### src/rtl/core/sjn_pkg.sv
// sjn_pkg: shared constants, codes and interface structs of the joint normalizer
// used by sjn_lane, sjn_merge and self_calibrating_joint_normalizer_core
// no dependencies
`default_nettype none

package sjn_pkg;

    // sizing
    localparam int NUM_GROUPS       = 6;
    localparam int JOINTS_PER_GROUP = 3;
    localparam int NUM_SAMPLES      = 3;
    localparam int NUM_LANES        = (JOINTS_PER_GROUP < NUM_SAMPLES) ?
                                      JOINTS_PER_GROUP : NUM_SAMPLES;
    localparam int LANE_DEPTH       = (NUM_GROUPS < 6) ? NUM_GROUPS : 6;
    localparam int LANE_IDX_W       = (LANE_DEPTH > 1) ? $clog2(LANE_DEPTH) : 1;

    // fixed-point constants
    localparam logic [15:0] ONE_Q12  = 16'd4096;
    localparam logic [15:0] ONE_Q15  = 16'd32768;
    localparam logic [15:0] DIV3_MUL = 16'd43691;   // ceil(2^17 / 3)

    // group codes
    localparam logic [2:0] GRP_THUMB  = 3'd0;
    localparam logic [2:0] GRP_INDEX  = 3'd1;
    localparam logic [2:0] GRP_MIDDLE = 3'd2;
    localparam logic [2:0] GRP_RING   = 3'd3;
    localparam logic [2:0] GRP_PINKIE = 3'd4;
    localparam logic [2:0] GRP_WRIST  = 3'd5;

    // register indexes
    localparam logic [2:0] REG_THUMB_WA  = 3'd0;
    localparam logic [2:0] REG_THUMB_WB  = 3'd1;
    localparam logic [2:0] REG_THUMB_WC  = 3'd2;
    localparam logic [2:0] REG_PINKIE_WA = 3'd3;
    localparam logic [2:0] REG_PINKIE_WB = 3'd4;
    localparam logic [2:0] REG_PINKIE_WC = 3'd5;
    localparam logic [2:0] REG_MARGIN    = 3'd6;

    typedef struct packed {
        logic [15:0] thumb_a;
        logic [15:0] thumb_b;
        logic [15:0] thumb_c;
        logic [15:0] pinkie_a;
        logic [15:0] pinkie_b;
        logic [15:0] pinkie_c;
    } weights_t;

    typedef struct packed {
        logic               start;
        logic               active;
        logic [2:0]         group;
        logic signed [15:0] sample;
    } lane_req_t;

    typedef struct packed {
        logic        busy;
        logic [15:0] pos;
    } lane_rsp_t;

    typedef struct packed {
        logic       start;
        logic [2:0] group;
    } merge_req_t;

    typedef struct packed {
        logic        done;
        logic [15:0] drive;
    } merge_rsp_t;

    typedef logic [NUM_SAMPLES-1:0][15:0] pos_vec_t;

endpackage

`default_nettype wire

### src/rtl/core/sjn_lane.sv
// sjn_lane: one joint lane: running min/max per group, window scaling, serial divider
// depends on sjn_pkg
`default_nettype none

module sjn_lane import sjn_pkg::*;
(
    input  wire logic      clk,
    input  wire logic      rst_n,
    input  wire lane_req_t req,
    input  wire logic [14:0] margin,
    output lane_rsp_t      rsp
);

    localparam logic [2:0] L_IDLE    = 3'd0;
    localparam logic [2:0] L_MUL_ES  = 3'd1;
    localparam logic [2:0] L_MUL_DEN = 3'd2;
    localparam logic [2:0] L_CHECK   = 3'd3;
    localparam logic [2:0] L_DIV     = 3'd4;

    localparam logic [3:0] DIV_LAST = 4'd14;

    logic [2:0]         state_reg, state_next;
    logic signed [15:0] lo_reg [LANE_DEPTH];
    logic signed [15:0] hi_reg [LANE_DEPTH];
    logic [15:0]        d_reg, d_next;
    logic [15:0]        s_reg, s_next;
    logic [30:0]        es_reg, es_next;
    logic [32:0]        den_reg, den_next;
    logic [31:0]        rem_reg, rem_next;
    logic [14:0]        q_reg, q_next;
    logic [3:0]         cnt_reg, cnt_next;
    logic [15:0]        pos_reg, pos_next;

    logic [LANE_IDX_W-1:0] idx;
    logic                  in_range;
    logic                  load;
    logic signed [15:0]    lo_cur, hi_cur, lo_new, hi_new;
    logic signed [16:0]    span;
    logic signed [16:0]    delta;
    logic [16:0]           scale_fac;
    logic signed [33:0]    num;
    logic [32:0]           rem_sh;

    assign idx      = req.group[LANE_IDX_W-1:0];
    assign in_range = ({{(32-LANE_IDX_W){1'b0}}, idx} < 32'(LANE_DEPTH));
    assign load     = (state_reg == L_IDLE) && req.start && req.active && in_range;

    always_comb
    begin
        lo_cur    = in_range ? lo_reg[idx] : $signed(ONE_Q12);
        hi_cur    = in_range ? hi_reg[idx] : 16'sd0;
        lo_new    = (req.sample < lo_cur) ? req.sample : lo_cur;
        hi_new    = (req.sample > hi_cur) ? req.sample : hi_cur;
        span      = {hi_new[15], hi_new} - {lo_new[15], lo_new};
        delta     = {req.sample[15], req.sample} - {lo_new[15], lo_new};
        scale_fac = 17'h10000 - {1'b0, margin, 1'b0};
        num       = $signed({2'b00, d_reg, 16'h0000}) - $signed({3'b000, es_reg});
        rem_sh    = {rem_reg, 1'b0};

        state_next = state_reg;
        d_next     = d_reg;
        s_next     = s_reg;
        es_next    = es_reg;
        den_next   = den_reg;
        rem_next   = rem_reg;
        q_next     = q_reg;
        cnt_next   = cnt_reg;
        pos_next   = pos_reg;

        case (state_reg)
            L_IDLE:
            begin
                if (req.start)
                begin
                    if (load)
                    begin
                        d_next     = delta[15:0];
                        s_next     = (span <= 17'sd0) ? ONE_Q12 : span[15:0];
                        state_next = L_MUL_ES;
                    end
                    else
                    begin
                        // joint not used by this group contributes zero
                        pos_next = 16'd0;
                    end
                end
            end
            L_MUL_ES:
            begin
                es_next    = 31'(margin) * 31'(s_reg);
                state_next = L_MUL_DEN;
            end
            L_MUL_DEN:
            begin
                den_next   = 33'(s_reg) * 33'(scale_fac);
                state_next = L_CHECK;
            end
            L_CHECK:
            begin
                if (num <= 34'sd0)
                begin
                    pos_next   = 16'd0;
                    state_next = L_IDLE;
                end
                else if ({1'b0, num[31:0]} >= den_reg)
                begin
                    pos_next   = ONE_Q15;
                    state_next = L_IDLE;
                end
                else
                begin
                    rem_next   = num[31:0];
                    q_next     = 15'd0;
                    cnt_next   = 4'd0;
                    state_next = L_DIV;
                end
            end
            L_DIV:
            begin
                // restoring division, one quotient bit per cycle
                if (rem_sh >= den_reg)
                begin
                    rem_next = 32'(rem_sh - den_reg);
                    q_next   = {q_reg[13:0], 1'b1};
                end
                else
                begin
                    rem_next = rem_sh[31:0];
                    q_next   = {q_reg[13:0], 1'b0};
                end
                cnt_next = cnt_reg + 4'd1;
                if (cnt_reg == DIV_LAST)
                begin
                    pos_next   = {1'b0, q_next};
                    state_next = L_IDLE;
                end
            end
            default:
            begin
                state_next = L_IDLE;
            end
        endcase
    end

    always_ff @(posedge clk or negedge rst_n)
    begin
        if (!rst_n)
        begin
            state_reg <= L_IDLE;
            pos_reg   <= 16'd0;
            for (int i = 0; i < LANE_DEPTH; i++)
            begin
                lo_reg[i] <= $signed(ONE_Q12);
                hi_reg[i] <= 16'sd0;
            end
        end
        else
        begin
            state_reg <= state_next;
            pos_reg   <= pos_next;
            if (load)
            begin
                lo_reg[idx] <= lo_new;
                hi_reg[idx] <= hi_new;
            end
        end
    end

    always_ff @(posedge clk)
    begin
        d_reg   <= d_next;
        s_reg   <= s_next;
        es_reg  <= es_next;
        den_reg <= den_next;
        rem_reg <= rem_next;
        q_reg   <= q_next;
        cnt_reg <= cnt_next;
    end

    assign rsp.busy = (state_reg != L_IDLE);
    assign rsp.pos  = pos_reg;

endmodule

`default_nettype wire

### config.mk
export PLATFORM = sky130hd
export DESIGN_NAME = sjn_lane
export DESIGN_NICKNAME = d
export VERILOG_FILES = /design/src/rtl/core/sjn_pkg.sv /design/src/rtl/core/sjn_lane.sv
export SDC_FILE = /design/constraint.sdc
export NUM_CORES = 2
export LEC_CHECK = 0
export ABC_CLOCK_PERIOD_IN_PS = 9700
export BUFFER_PORTS_ARGS = -buffer_cell sky130_fd_sc_hd__buf_2
export CAP_MARGIN = 20
export CELL_PAD_IN_SITES_DETAIL_PLACEMENT = 1
export CELL_PAD_IN_SITES_GLOBAL_PLACEMENT = 2
export CORE_AREA = 10 10 313 315
export DETAILED_ROUTE_END_ITERATION = 8
export DIE_AREA = 0 0 323 325
export GPL_TIMING_DRIVEN = 0
export PLACE_DENSITY_LB_ADDON = 0.1
export SETUP_SLACK_MARGIN = 0.4
export SKIP_LAST_GASP = 1
export SYNTH_ARGS = -nofsm -noshare
export SYNTH_HDL_FRONTEND = slang
export SYNTH_SLANG_ARGS = --single-unit
### constraint.sdc
create_clock -name clk -period 9.7 [get_ports clk]
set_input_delay 0.485 -clock clk [delete_from_list [all_inputs] [get_ports clk]]
set_output_delay 0.485 -clock clk [all_outputs]
set_load 0.01 [all_outputs]
==> out/results.tsv <==
metric	value	unit
gpl congestion	0.838	
# rows	111	
Port Buffer Count	43	
CTS H-tree depth	2	
Hold Crit Class	input pin to flip-flop	
mean area per synthesized cell	9.62	sq um
startpoint types	input pin	
Hold Slack	0.307	ns
RSZ-0062 raised after global routing	no	
Post-Synth XOR/XNOR Area	3.44	%
Slew Viols, Final	0	
Synth Area in Compound Gates	10.7	%
vias per cell	5.41	
die outline width	323	um
fin cells	5105	
post-CTS setup buffer count	0	
drt wl/cell	23.3	um
First-pass DRT Iterations	5	
MaxCap Viol Count	0	
Die ar.	105000	sq um
global-route wire length before repair	182	mm
Final nets	4644	
Synth Flop Type	dfrtp_1	
critical path type	input pin to flip-flop	
CP required	9.99	ns
Tcrit/Tclk final	91.7	%
EDFF count, synth	145	
worst stage delay on the critical path	0.68	ns
fillers	10401	
CP Launch Point	margin[8]	
CP most frequent cell	fa_1	
Synth Area in Adders	32.5	%
relative slew slack	23.2	%
cell depth of the worst setup path	26	
reg-to-reg slack, setup	1.86	ns
Hold Violations, Final	0	
P&R area growth vs syn	9.49	%
post-synthesis simple-gate area fraction	14.3	%
largest family of logic cells by synthesized area	adder cells	
worst path bufs/invs	7	
CP Capture Type	flip-flop	
Post-Syn Area	36400	sq um
vias in the first global route	29482	
Yosys Warn Count	0	
met3 wire length	5.12	mm
status	finished, final reports clean	
Arrival @ worst endpoint	9.19	ns
initial antenna violation count	9	
FMAX	0.112	GHz
CTS sink cnt	356	
I/O pin count	55	
DRT iter0 DRCs	1596	
remaining antenna violation count	0	
Post-Route WL	119	mm
Met1 Wirelength	54.0	mm
R2R depth	22	
CTS tree	built	
Max Fanout on Critical Path	10	
Die Height	325	um
max layer used	met5	
Final setup viols	0	
share of layout cells above drive strength 1	7.58	%
post-DP HPWL	95.4	mm
mux cell area share after synthesis	5.31	%
CP top delay family	adder cells	
Setup crit end	den_reg[32]$_DFFE_PP_	
via count	27641	
Cells after Synth	3788	
CTS Buffer Depth	3	
Seq/Total Area, Yosys	26.5	%
Slowest-stage cell, CP	nor4_1	
gr ovfl total	0	
CTS clk-pin slew, worst paths	0.06	ns
post-route cell area	39900	sq um
Global Route Usage Sum	22.6	%
post-route DRC violation count	0	
Root Driver	clkbuf_16	
Worst-Margin Slew	1.15	ns
clock latency on the worst-skew pair	0.58	ns
Reg2Reg Capture Point	es_reg[30]$_DFFE_PP_	
met2 wire len	55.6	mm
core area	91400	sq um
post-layout min period	8.90	ns
Layout Skew	0.0371	ns
CTS Buf Count	40	
Yosys cell types	78	
largest net degree at the start of global routing	110	
Post-Syn Nets	4546	
Starting Density	39.9	%
Yosys reg bits	356	
area of placed instances	38400	sq um
setup TNS	0	ns
post-synthesis async set-or-reset flop share	59.3	%
Cells after DPL	5028	
worst r2r src	s_reg[1]$_SDFFCE_PP0P_	
## worst min path at each step
| stage | start | depth (start not counted) | slack (ns) | end |
|---|---|---|---|---|
| 6_report | req[20] | 3 | 0.31 | state_reg[2]$_DFFE_PN0P_ |
| 5_1_grt | req[20] | 3 | 0.34 | state_reg[2]$_DFFE_PN0P_ |
| 4_1_cts | req[20] | 3 | 0.28 | state_reg[2]$_DFFE_PN0P_ |
| 3_5_place_dp | lo_reg[68]$_DFFE_PN0P_ | 2 | 0.47 | lo_reg[68]$_DFFE_PN0P_ |
| 3_3_place_gp | lo_reg[78]$_DFFE_PN0P_ | 2 | 0.46 | lo_reg[78]$_DFFE_PN0P_ |
| 2_1_floorplan | rst_n | 0 | 0.19 | hi_reg[0]$_DFFE_PN0P_ |
## synthesized netlist by cell type (17+ instances only)
library cell	number	area, sq um
a21oi_1	110	551
o21ai_0	189	946
fa_1	376	7530
xor2_1	44	385
and3_1	30	188
clkbuf_1	160	601
inv_1	536	2010
dfrtp_1	205	5130
nor2b_1	22	138
xnor2_1	99	867
mux2_2	108	1220
nand2_1	481	1810
nor3_1	47	235
nor2_1	131	492
a21o_1	53	398
edfxtp_1	145	4350
and2_1	212	1330
nand4_1	20	125
nand2b_1	19	119
ha_1	344	4300
nand3_1	57	285
o21bai_1	17	128
o21a_1	24	180
a22oi_1	74	556
mux2i_1	56	561
## through the flow
step           utilization, %  setup WS, ns
6_report                 43.7         0.803
5_1_grt                  43.7         0.422
4_1_cts                  43.6         0.600
3_5_place_dp             42.0        -0.146
3_3_place_gp             41.7        -0.881
2_1_floorplan               -          2.06
## worst reg2reg max path, cell delays in order (launching register included)
cell      delay, ns
edfxtp_1       0.48
clkbuf_1       0.89
nand2_1        0.18
fa_1           0.53
fa_1           0.53
fa_1           0.56
inv_1          0.06
fa_1           0.53
inv_1          0.05
fa_1           0.51
fa_1           0.56
inv_1          0.04
ha_1           0.38
nand3_1        0.17
nor2_1         0.23
nor3b_1        0.22
o21ai_0        0.20
nand4_1        0.27
nand3_1        0.16
a31oi_1        0.28
a21o_1         0.16
a21oi_1        0.07
xnor2_1        0.48
## layer usage
metal	vias up	global-route usage [%]
li1	12778	-
met2	490	36.6
met5	-	0
met3	175	3.39
met1	14188	30.6
met4	10	7.21
## logic make-up (layout without fill, tap and decap cells)
family	Yosys count	count (layout)
simple gates	1083	1083
fa+ha+maj	720	720
buf+inv	709	838
compound gates	603	603
flops	356	356
mux	174	174
xor+xnor	143	143
other cells	0	2
## cell usage in the layout (no fill, tap or decap), drive strengths merged, types with 117 or more instances in the layout
master	n
fa	376
inv	539
mux2	117
o21ai	191
and2	212
edfxtp	145
clkbuf	214
dfrtp	205
nor2	131
ha	344
nand2	482
## area by class of cell
| type | count | area, sq um | share of cell area (%) |
|---|---|---|---|
| Tap cell | 1186 | 1480 | 3.72 |
| Sequential cell | 356 | 9640 | 24.2 |
| Inverter | 536 | 2010 | 5.04 |
| Clock inverter | 18 | 239 | 0.599 |
| Clock buffer | 55 | 1190 | 2.99 |
| Multi-Input combinational cell | 2723 | 24200 | 60.7 |
| Antenna cell | 2 | 5.00 | 0.0125 |
| Timing Repair Buffer | 56 | 417 | 1.04 |
| Buffer | 173 | 682 | 1.71 |
## repair_timing
action,4_1_cts,5_1_grt
pin swaps,0,0
hold buffers,1,0
setup endpoints to repair,2,20
resized for setup,1,27
hold endpoints to repair,89,0
Power is left out: the tool's default activity adds up to more than one toggle a clock period on the data nets, which glitch-free logic cannot reach.
