### src/rtl/core/sjn_pkg.sv
// sjn_pkg: shared constants, codes and interface structs of the joint normalizer
// used by sjn_lane, sjn_merge and self_calibrating_joint_normalizer_core
// no dependencies
`default_nettype none

package sjn_pkg;

    // sizing
    localparam int NUM_GROUPS       = 6;
    localparam int JOINTS_PER_GROUP = 3;
    localparam int NUM_SAMPLES      = 3;
    localparam int NUM_LANES        = (JOINTS_PER_GROUP < NUM_SAMPLES) ?
                                      JOINTS_PER_GROUP : NUM_SAMPLES;
    localparam int LANE_DEPTH       = (NUM_GROUPS < 6) ? NUM_GROUPS : 6;
    localparam int LANE_IDX_W       = (LANE_DEPTH > 1) ? $clog2(LANE_DEPTH) : 1;

    // fixed-point constants
    localparam logic [15:0] ONE_Q12  = 16'd4096;
    localparam logic [15:0] ONE_Q15  = 16'd32768;
    localparam logic [15:0] DIV3_MUL = 16'd43691;   // ceil(2^17 / 3)

    // group codes
    localparam logic [2:0] GRP_THUMB  = 3'd0;
    localparam logic [2:0] GRP_INDEX  = 3'd1;
    localparam logic [2:0] GRP_MIDDLE = 3'd2;
    localparam logic [2:0] GRP_RING   = 3'd3;
    localparam logic [2:0] GRP_PINKIE = 3'd4;
    localparam logic [2:0] GRP_WRIST  = 3'd5;

    // register indexes
    localparam logic [2:0] REG_THUMB_WA  = 3'd0;
    localparam logic [2:0] REG_THUMB_WB  = 3'd1;
    localparam logic [2:0] REG_THUMB_WC  = 3'd2;
    localparam logic [2:0] REG_PINKIE_WA = 3'd3;
    localparam logic [2:0] REG_PINKIE_WB = 3'd4;
    localparam logic [2:0] REG_PINKIE_WC = 3'd5;
    localparam logic [2:0] REG_MARGIN    = 3'd6;

    typedef struct packed {
        logic [15:0] thumb_a;
        logic [15:0] thumb_b;
        logic [15:0] thumb_c;
        logic [15:0] pinkie_a;
        logic [15:0] pinkie_b;
        logic [15:0] pinkie_c;
    } weights_t;

    typedef struct packed {
        logic               start;
        logic               active;
        logic [2:0]         group;
        logic signed [15:0] sample;
    } lane_req_t;

    typedef struct packed {
        logic        busy;
        logic [15:0] pos;
    } lane_rsp_t;

    typedef struct packed {
        logic       start;
        logic [2:0] group;
    } merge_req_t;

    typedef struct packed {
        logic        done;
        logic [15:0] drive;
    } merge_rsp_t;

    typedef logic [NUM_SAMPLES-1:0][15:0] pos_vec_t;

endpackage

`default_nettype wire

### src/rtl/core/sjn_merge.sv
// sjn_merge: combines lane positions (weighted sum or mean) into the drive position
// depends on sjn_pkg
`default_nettype none

module sjn_merge import sjn_pkg::*;
(
    input  wire logic       clk,
    input  wire logic       rst_n,
    input  wire merge_req_t req,
    input  wire pos_vec_t   pos,
    input  wire weights_t   weights,
    output merge_rsp_t      rsp
);

    localparam logic [1:0] M_IDLE  = 2'd0;
    localparam logic [1:0] M_ACC   = 2'd1;
    localparam logic [1:0] M_SCALE = 2'd2;
    localparam logic [1:0] M_FIN   = 2'd3;

    localparam logic [1:0] K_LAST = 2'(NUM_SAMPLES - 1);

    logic [1:0]  state_reg, state_next;
    logic [1:0]  k_reg, k_next;
    logic [2:0]  group_reg, group_next;
    logic [33:0] acc_reg, acc_next;
    logic [18:0] raw_reg, raw_next;
    logic [16:0] div3_reg, div3_next;

    logic [15:0] w_sel;
    logic [31:0] prod;
    logic [33:0] div3_prod;
    logic [18:0] combined;
    logic        done;

    always_comb
    begin
        // mean groups use weight one so the >>15 leaves the plain sum
        w_sel = ONE_Q15;
        if (group_reg == GRP_THUMB)
        begin
            case (k_reg)
                2'd0:    w_sel = weights.thumb_a;
                2'd1:    w_sel = weights.thumb_b;
                default: w_sel = weights.thumb_c;
            endcase
        end
        else if (group_reg == GRP_PINKIE)
        begin
            case (k_reg)
                2'd0:    w_sel = weights.pinkie_a;
                2'd1:    w_sel = weights.pinkie_b;
                default: w_sel = weights.pinkie_c;
            endcase
        end

        prod      = pos[k_reg] * w_sel;
        // sum of three positions stays below 2^17, where the reciprocal is exact
        div3_prod = 34'(acc_reg[31:15]) * 34'(DIV3_MUL);

        if (group_reg == GRP_THUMB || group_reg == GRP_PINKIE)
            combined = raw_reg;
        else if (group_reg == GRP_WRIST)
            combined = {1'b0, raw_reg[18:1]};
        else
            combined = {2'b00, div3_reg};

        state_next = state_reg;
        k_next     = k_reg;
        group_next = group_reg;
        acc_next   = acc_reg;
        raw_next   = raw_reg;
        div3_next  = div3_reg;
        done       = 1'b0;

        case (state_reg)
            M_IDLE:
            begin
                if (req.start)
                begin
                    group_next = req.group;
                    k_next     = 2'd0;
                    acc_next   = 34'd0;
                    state_next = M_ACC;
                end
            end
            M_ACC:
            begin
                acc_next = acc_reg + 34'(prod);
                k_next   = k_reg + 2'd1;
                if (k_reg == K_LAST)
                    state_next = M_SCALE;
            end
            M_SCALE:
            begin
                raw_next   = acc_reg[33:15];
                div3_next  = div3_prod[33:17];
                state_next = M_FIN;
            end
            M_FIN:
            begin
                done       = 1'b1;
                state_next = M_IDLE;
            end
            default:
            begin
                state_next = M_IDLE;
            end
        endcase
    end

    always_ff @(posedge clk or negedge rst_n)
    begin
        if (!rst_n)
        begin
            state_reg <= M_IDLE;
        end
        else
        begin
            state_reg <= state_next;
        end
    end

    always_ff @(posedge clk)
    begin
        k_reg     <= k_next;
        group_reg <= group_next;
        acc_reg   <= acc_next;
        raw_reg   <= raw_next;
        div3_reg  <= div3_next;
    end

    assign rsp.done  = done;
    assign rsp.drive = (combined >= 19'(ONE_Q15)) ? 16'd0 :
                       16'(19'(ONE_Q15) - combined);

endmodule

`default_nettype wire

### config.mk
export PLATFORM = sky130hd
export DESIGN_NAME = sjn_merge
export DESIGN_NICKNAME = d
export VERILOG_FILES = /design/src/rtl/core/sjn_pkg.sv /design/src/rtl/core/sjn_merge.sv
export SDC_FILE = /design/constraint.sdc
export NUM_CORES = 1
export LEC_CHECK = 0
export BUFFER_PORTS_ARGS = -buffer_cell sky130_fd_sc_hd__buf_4
export CORE_AREA = 8 8 225 227
export CTS_BUF_LIST = sky130_fd_sc_hd__clkbuf_4 sky130_fd_sc_hd__clkbuf_8
export CTS_CLUSTER_DIAMETER = 120
export DETAILED_ROUTE_END_ITERATION = 6
export DIE_AREA = 0 0 233 235
export GPL_ROUTABILITY_DRIVEN = 0
export MAX_ROUTING_LAYER = met4
export PLACE_DENSITY = 0.58
export SKIP_CTS_REPAIR_TIMING = 1
export SLEW_MARGIN = 20
export SYNTH_ARGS = -nofsm -noshare
export SYNTH_HDL_FRONTEND = slang
export SYNTH_SLANG_ARGS = --single-unit
### constraint.sdc
create_clock -name clk -period 20 [get_ports clk]
set_clock_uncertainty 0.2 [all_clocks]
set_input_delay 4 -clock clk [delete_from_list [all_inputs] [get_ports clk]]
set_output_delay 4 -clock clk [all_outputs]
set_load 0.005 [all_outputs]
==> key figures, run 1 <==
Run status
  • Status: finished, final reports clean

GRT
  • Congestion Overflow GR: 0
  • Pin count of the biggest net entering global routing: 50
  • First-pass GRT wire length: 85900 um
  • Antenna violations before repair: 1
  • GRT Util Overall: 0.204
  • Vias in the first global route: 15383

Setup path
  • Critical Path RT: 20.03 ns
  • Setup CP Type: primary input to flip-flop
  • Critical Path Fanout Max: 12
  • Crit path DAT: around 11 ns
  • CP endpoint kind: flip-flop
  • Worst setup SP type: primary input

Synthesis
  • Largest family of logic cells by synthesized area: adder cells
  • Synth async-reset ratio: 0.0263
  • Yosys warning count: 0
  • EDFF count, synth: 74
  • Synth Register Bits: 76
  • Synthesized net count: 2775
  • Post-Syn Instances: 2065
  • Mux contribution to synthesized area: 0.0102
  • Cell area after synthesis: 0.0186 mm^2
  • Synth Area per Inst: 9.02 um^2
  • Xor/xnor share of the synthesized area: 0.0230
  • Sequential area share after synthesis: 0.122
  • Synth Area in Compound Gates: 0.109
  • Synth Flop Type: edfxtp_1
  • Post-Synth Adder-Cell Area: 0.503
  • Synth Area in Simple Gates: 0.115
  • Number of library cell types mapped by synthesis: 62

Timing
  • Unrepaired setup endpoints after global routing: no
  • Fin. Hold Viols: 0
  • Slew HR: 0.252
  • Hold slack final: 0.319 ns
  • Fmax: 93.4 MHz
  • TNS Setup: 0 ns
  • Final Max Tran Viols: 0
  • Final period utilization: 0.536
  • Post-layout minimum cycle time: 10.71 ns
  • Final setup fails: 0
  • Slew @ Worst Pin: 1.12 ns

Die
  • DIE HEIGHT: 235 um
  • Die W: around 230 um
  • Core area: about 0.047 mm^2
  • Io pins: roughly 170
  • Die Footprint: ~0.055 mm^2
  • Std cell rows: 80
  • Starting Density: 0.395

Routing
  • Antenna-violating nets left: 0
  • DR pass1 iterations: 6
  • 1st-iter DRT viols: approximately 1000
  • Wire per inst: roughly 19 um
  • Total wire length: 53700 um
  • Number of remaining DRC errors: 0
  • Via density: 5.12
  • Vias: 14391

Layout
  • Nets@finish: ~2900
  • Fillers: between 4000 and 5000
  • Layout cells sized above 1: 0.102
  • Most common cell after layout, fill and taps aside: inv_1
  • Layout area overhead: 11.5%
  • Most frequent cells in the layout: 504 x inv_1, 315 x fa_1, 245 x ha_1
  • Number of flip-flops under the largest register name: 34

Clock tree
  • Sink Count: 76
  • Clock Latency Late Sink: 0.39 ns
  • Clock root cell: clkbuf_8
  • CTS Buffer Depth: 2
  • TritonCTS buffer count: 9
  • CTS tree: done
  • Clock-pin slew on the worst setup and hold paths: roughly 0.10 ns
  • H-tree lvl count: 3

Hold path
  • Hold Crit Class: flip-flop to flip-flop

Flow run
  • Max Cap Violations: 0

Placement
  • DP HPWL: 46100 um
  • Port buffer count: ~170
## critical path, cell delays in order
cell       delay [ns]
buf_4            0.11
a22o_1           0.24
a211oi_1         0.22
a31oi_1          0.18
nor2_1           0.78
nor2_1           0.16
fa_1             0.53
inv_1            0.05
fa_1             0.48
inv_1            0.05
fa_1             0.46
fa_1             0.51
inv_1            0.06
fa_1             0.45
fa_1             0.51
inv_1            0.05
ha_1             0.34
a21oi_1          0.20
o21ai_0          0.15
a2111oi_0        0.45
o32a_1           0.21
o31ai_1          0.11
a31oi_1          0.22
mux2i_1          0.23
## Yosys cell counts (19+ instances only)
master | count | area (um^2)
o21ai_0 | 34 | 170
a211oi_1 | 20 | 150
xnor2_1 | 30 | 263
inv_1 | 504 | 1890
edfxtp_1 | 74 | 2220
nand2b_1 | 22 | 138
nand2_1 | 174 | 653
a21oi_1 | 79 | 395
clkbuf_1 | 43 | 161
a21o_1 | 45 | 338
ha_1 | 245 | 3070
mux2i_1 | 19 | 190
nor2_1 | 194 | 728
xor2_1 | 19 | 166
fa_1 | 315 | 6310
o22ai_1 | 30 | 188
## metal layers
layer,up-vias,share of wire,global-route usage
met4,0,0.034,0.0671
met3,80,0.063,0.0306
met2,457,0.47,0.329
met1,7065,0.43,0.262
met5,-,0,-
li1,6789,-,-
## final timing paths
kind	slack [ns]	cells after the start	endpoint	start
max	9.29	24	acc_reg[30]	weights[95]
min	0.32	0	raw_reg[17]	acc_reg[32]
max reg2reg	10.93	25	acc_reg[30]	k_reg[1]
min reg2reg	0.32	0	raw_reg[17]	acc_reg[32]
max in group asynchronous	16.35	1	state_reg[0]	rst_n
min in group asynchronous	3.17	1	state_reg[1]	rst_n
## layout make-up
cell class / instances / area, um^2 / area share
Timing Repair Buffer: 181 / 1370 / 0.0658
Multi-Input combinational cell: 1420 / 14200 / 0.686
Antenna cell: 1 / 2.50 / 0.000121
Clock buffer: 9 / 124 / 0.00597
Sequential cell: 76 / 2270 / 0.109
Inverter: 504 / 1890 / 0.0911
Tap cell: 615 / 769 / 0.0371
Clock inverter: 7 / 95.1 / 0.00458
## per-stage QoR
stage          setup slack [ns]  area, um^2  instances  utilization
2_1_floorplan              9.83       18600       2065            -
3_3_place_gp               9.00       20500       2795        0.435
3_5_place_dp               9.01       20500       2795        0.435
4_1_cts                    9.38       20700       2811        0.439
5_1_grt                    8.88       20800       2813        0.440
6_report                   9.29       20800       2813        0.440
## cell families (layout without fill, tap and decap cells)
family | Yosys count | after routing
AND/OR/NAND/NOR | 490 | 490
multiplexers | 19 | 19
adder cells (fa/ha/maj) | 560 | 560
other | 0 | 1
AO/OA/AOI/OAI | 302 | 302
flip-flops | 76 | 76
buffers and inverters | 569 | 701
XOR/XNOR | 49 | 49
Power of run 1 is not shown: default switching activity piles up to over one toggle a cycle in this logic, so the estimate is an artifact.
==> inputs of run 2 (changes only) <==
==> constraint.sdc (replaced) <==
create_clock -name clk -period 9.95 [get_ports clk]
set_clock_uncertainty 0.2 [all_clocks]
set_input_delay 1.99 -clock clk [delete_from_list [all_inputs] [get_ports clk]]
set_output_delay 1.99 -clock clk [all_outputs]
set_load 0.005 [all_outputs]
==> key figures, run 2 (synthesis results as in run 1) <==
Timing
  • Fin. Hold Viols: 0 (unchanged)
  • Final period utilization: 0.860
  • Slew HR: 0.297 (was 0.252)
  • Final Worst Setup Slack: 1.39 ns (was 9.29 ns)
  • TNS Setup: 0 ns (unchanged)
  • Final Max Tran Viols: 0 (unchanged)
  • Post-layout minimum cycle time: 8.56 ns
  • Slew @ Worst Pin: 1.05 ns (was 1.12 ns)
  • Fmax: 117 MHz
  • Final setup fails: 0 (unchanged)
  • Unrepaired setup endpoints after global routing: no (unchanged)

Die
  • Io pins: 167 (unchanged)
  • Die W: 233 um (unchanged)
  • DIE HEIGHT: 235 um (unchanged)
  • Std cell rows: 80 (unchanged)
  • Starting Density: 0.395 (unchanged)
  • Core area: 0.0471 mm^2 (unchanged)
  • Die Footprint: 0.0548 mm^2 (unchanged)

Placement
  • DP HPWL: 46200 um (was 46100 um)
  • Setup WS pre-CTS: 1.07 ns (was 9.01 ns)
  • Placed cell area: 0.0206 mm^2 (was 0.0205 mm^2)
  • Port buffer count: 166 (unchanged)

Clock tree
  • TritonCTS buffer count: 9 (unchanged)
  • Clock-pin slew on the worst setup and hold paths: 0.10 ns (about the same)
  • H-tree lvl count: 3 (unchanged)
  • CTS tree: done (unchanged)
  • Clock root cell: clkbuf_8 (unchanged)
  • Sink Count: 76 (unchanged)
  • CTS Buffer Depth: 2 (unchanged)
  • Clock Latency Late Sink: 0.41 ns (was 0.39 ns)

Layout
  • Layout cells sized above 1: 0.108 (was 0.102)
  • Number of flip-flops under the largest register name: 34 (unchanged)
  • Layout area overhead: 12.0% (was 11.5%)
  • Util after Layout: 0.442 (was 0.440)
  • Most frequent cells in the layout: 504 x inv_1, 315 x fa_1, 245 x ha_1 (unchanged)
  • Fillers: 4670 (was 4569)
  • Fin area: 0.0208 mm^2 (about the same)
  • Nets@finish: 2918 (was 2902)
  • Most common cell after layout, fill and taps aside: inv_1 (unchanged)

Hold path
  • Hold Crit Class: flip-flop to flip-flop (unchanged)

Setup path
  • Critical Path Fanout Max: 12 (unchanged)
  • CP endpoint kind: flip-flop (unchanged)
  • Crit path DAT: 8.51 ns (was 10.74 ns)
  • Critical Path RT: 9.91 ns (was 20.03 ns)
  • Setup CP Type: primary input to flip-flop (unchanged)
  • Worst setup SP type: primary input (unchanged)
  • FF-to-FF setup slack: 1.52 ns (was 10.93 ns)

GRT
  • GRT Util Overall: 0.205 (was 0.204)
  • Vias in the first global route: 15613 (was 15383)
  • Antenna violations before repair: 1 (unchanged)
  • Congestion Overflow GR: 0 (unchanged)
  • Pin count of the biggest net entering global routing: 37 (was 50)
  • First-pass GRT wire length: 86400 um (was 85900 um)

Routing
  • Total wire length: 53400 um (was 53700 um)
  • Wire per inst: 18.9 um (was 19.1 um)
  • DR pass1 iterations: 5 (was 6)
  • Antenna-violating nets left: 0 (unchanged)
  • Vias: 14503 (was 14391)
  • Via density: 5.12 (about the same)
  • 1st-iter DRT viols: 878 (was 994)
  • Number of remaining DRC errors: 0 (unchanged)

Run status
  • Status: finished, final reports clean (unchanged)

Flow run
  • Max Cap Violations: 0 (unchanged)
## run 2: cell count changes in the layout (fill, tap and decap cells not counted), sizes merged
cell / delta
clkinv: -2
buf: +16
diode: +1
inv: +2
## run 2: final cells by class
cell class	instances	area, um^2	area share
tap	615	769	0.0369
multi-input combinational	1420	14200	0.682
clock buffer	9	124	0.00594
sequential	76	2270	0.109
antenna	2	5.00	0.000240
timing repair buffer	197	1480	0.0709
inverter	504	1890	0.0907
clock inverter	7	87.6	0.00420
## run 2: through the flow
stage	std cells	hold WS [ns]
global route	2829	0.319
detailed placement	2812	0.284
finish	2830	0.299
global placement	2812	0.271
floorplan	2065	0.233
CTS	2828	0.297
## run 2: worst paths after layout
check | start | end | cells past startpoint
max | weights[95] | acc_reg[30] | 22
min | acc_reg[32] | raw_reg[17] | 0
max reg2reg | k_reg[0] | acc_reg[30] | 27
min reg2reg | acc_reg[32] | raw_reg[17] | 0
max in group asynchronous | rst_n | state_reg[1] | 1
min in group asynchronous | rst_n | state_reg[0] | 1
## run 2: per-layer routing
metal,vias up,part of all wire,GRT usage
met5,-,0,-
met4,0,0.030,0.0626
met3,74,0.059,0.0248
met2,462,0.48,0.332
met1,7148,0.44,0.268
li1,6819,-,-
## run 2: worst max-delay path, stage by stage
cell	delay (ns)
buf_4	0.11
a22o_1	0.22
a211oi_1	0.21
a31oi_1	0.14
nor2_1	0.72
nor2_1	0.14
fa_1	0.56
fa_1	0.44
fa_1	0.51
fa_1	0.44
fa_1	0.50
inv_1	0.05
fa_1	0.48
inv_1	0.04
ha_1	0.37
a21oi_1	0.30
o21ai_0	0.17
a2111oi_0	0.41
o32a_1	0.23
o31ai_1	0.12
a31oi_1	0.24
mux2i_1	0.10
Power of run 2 is left out for the same reason.
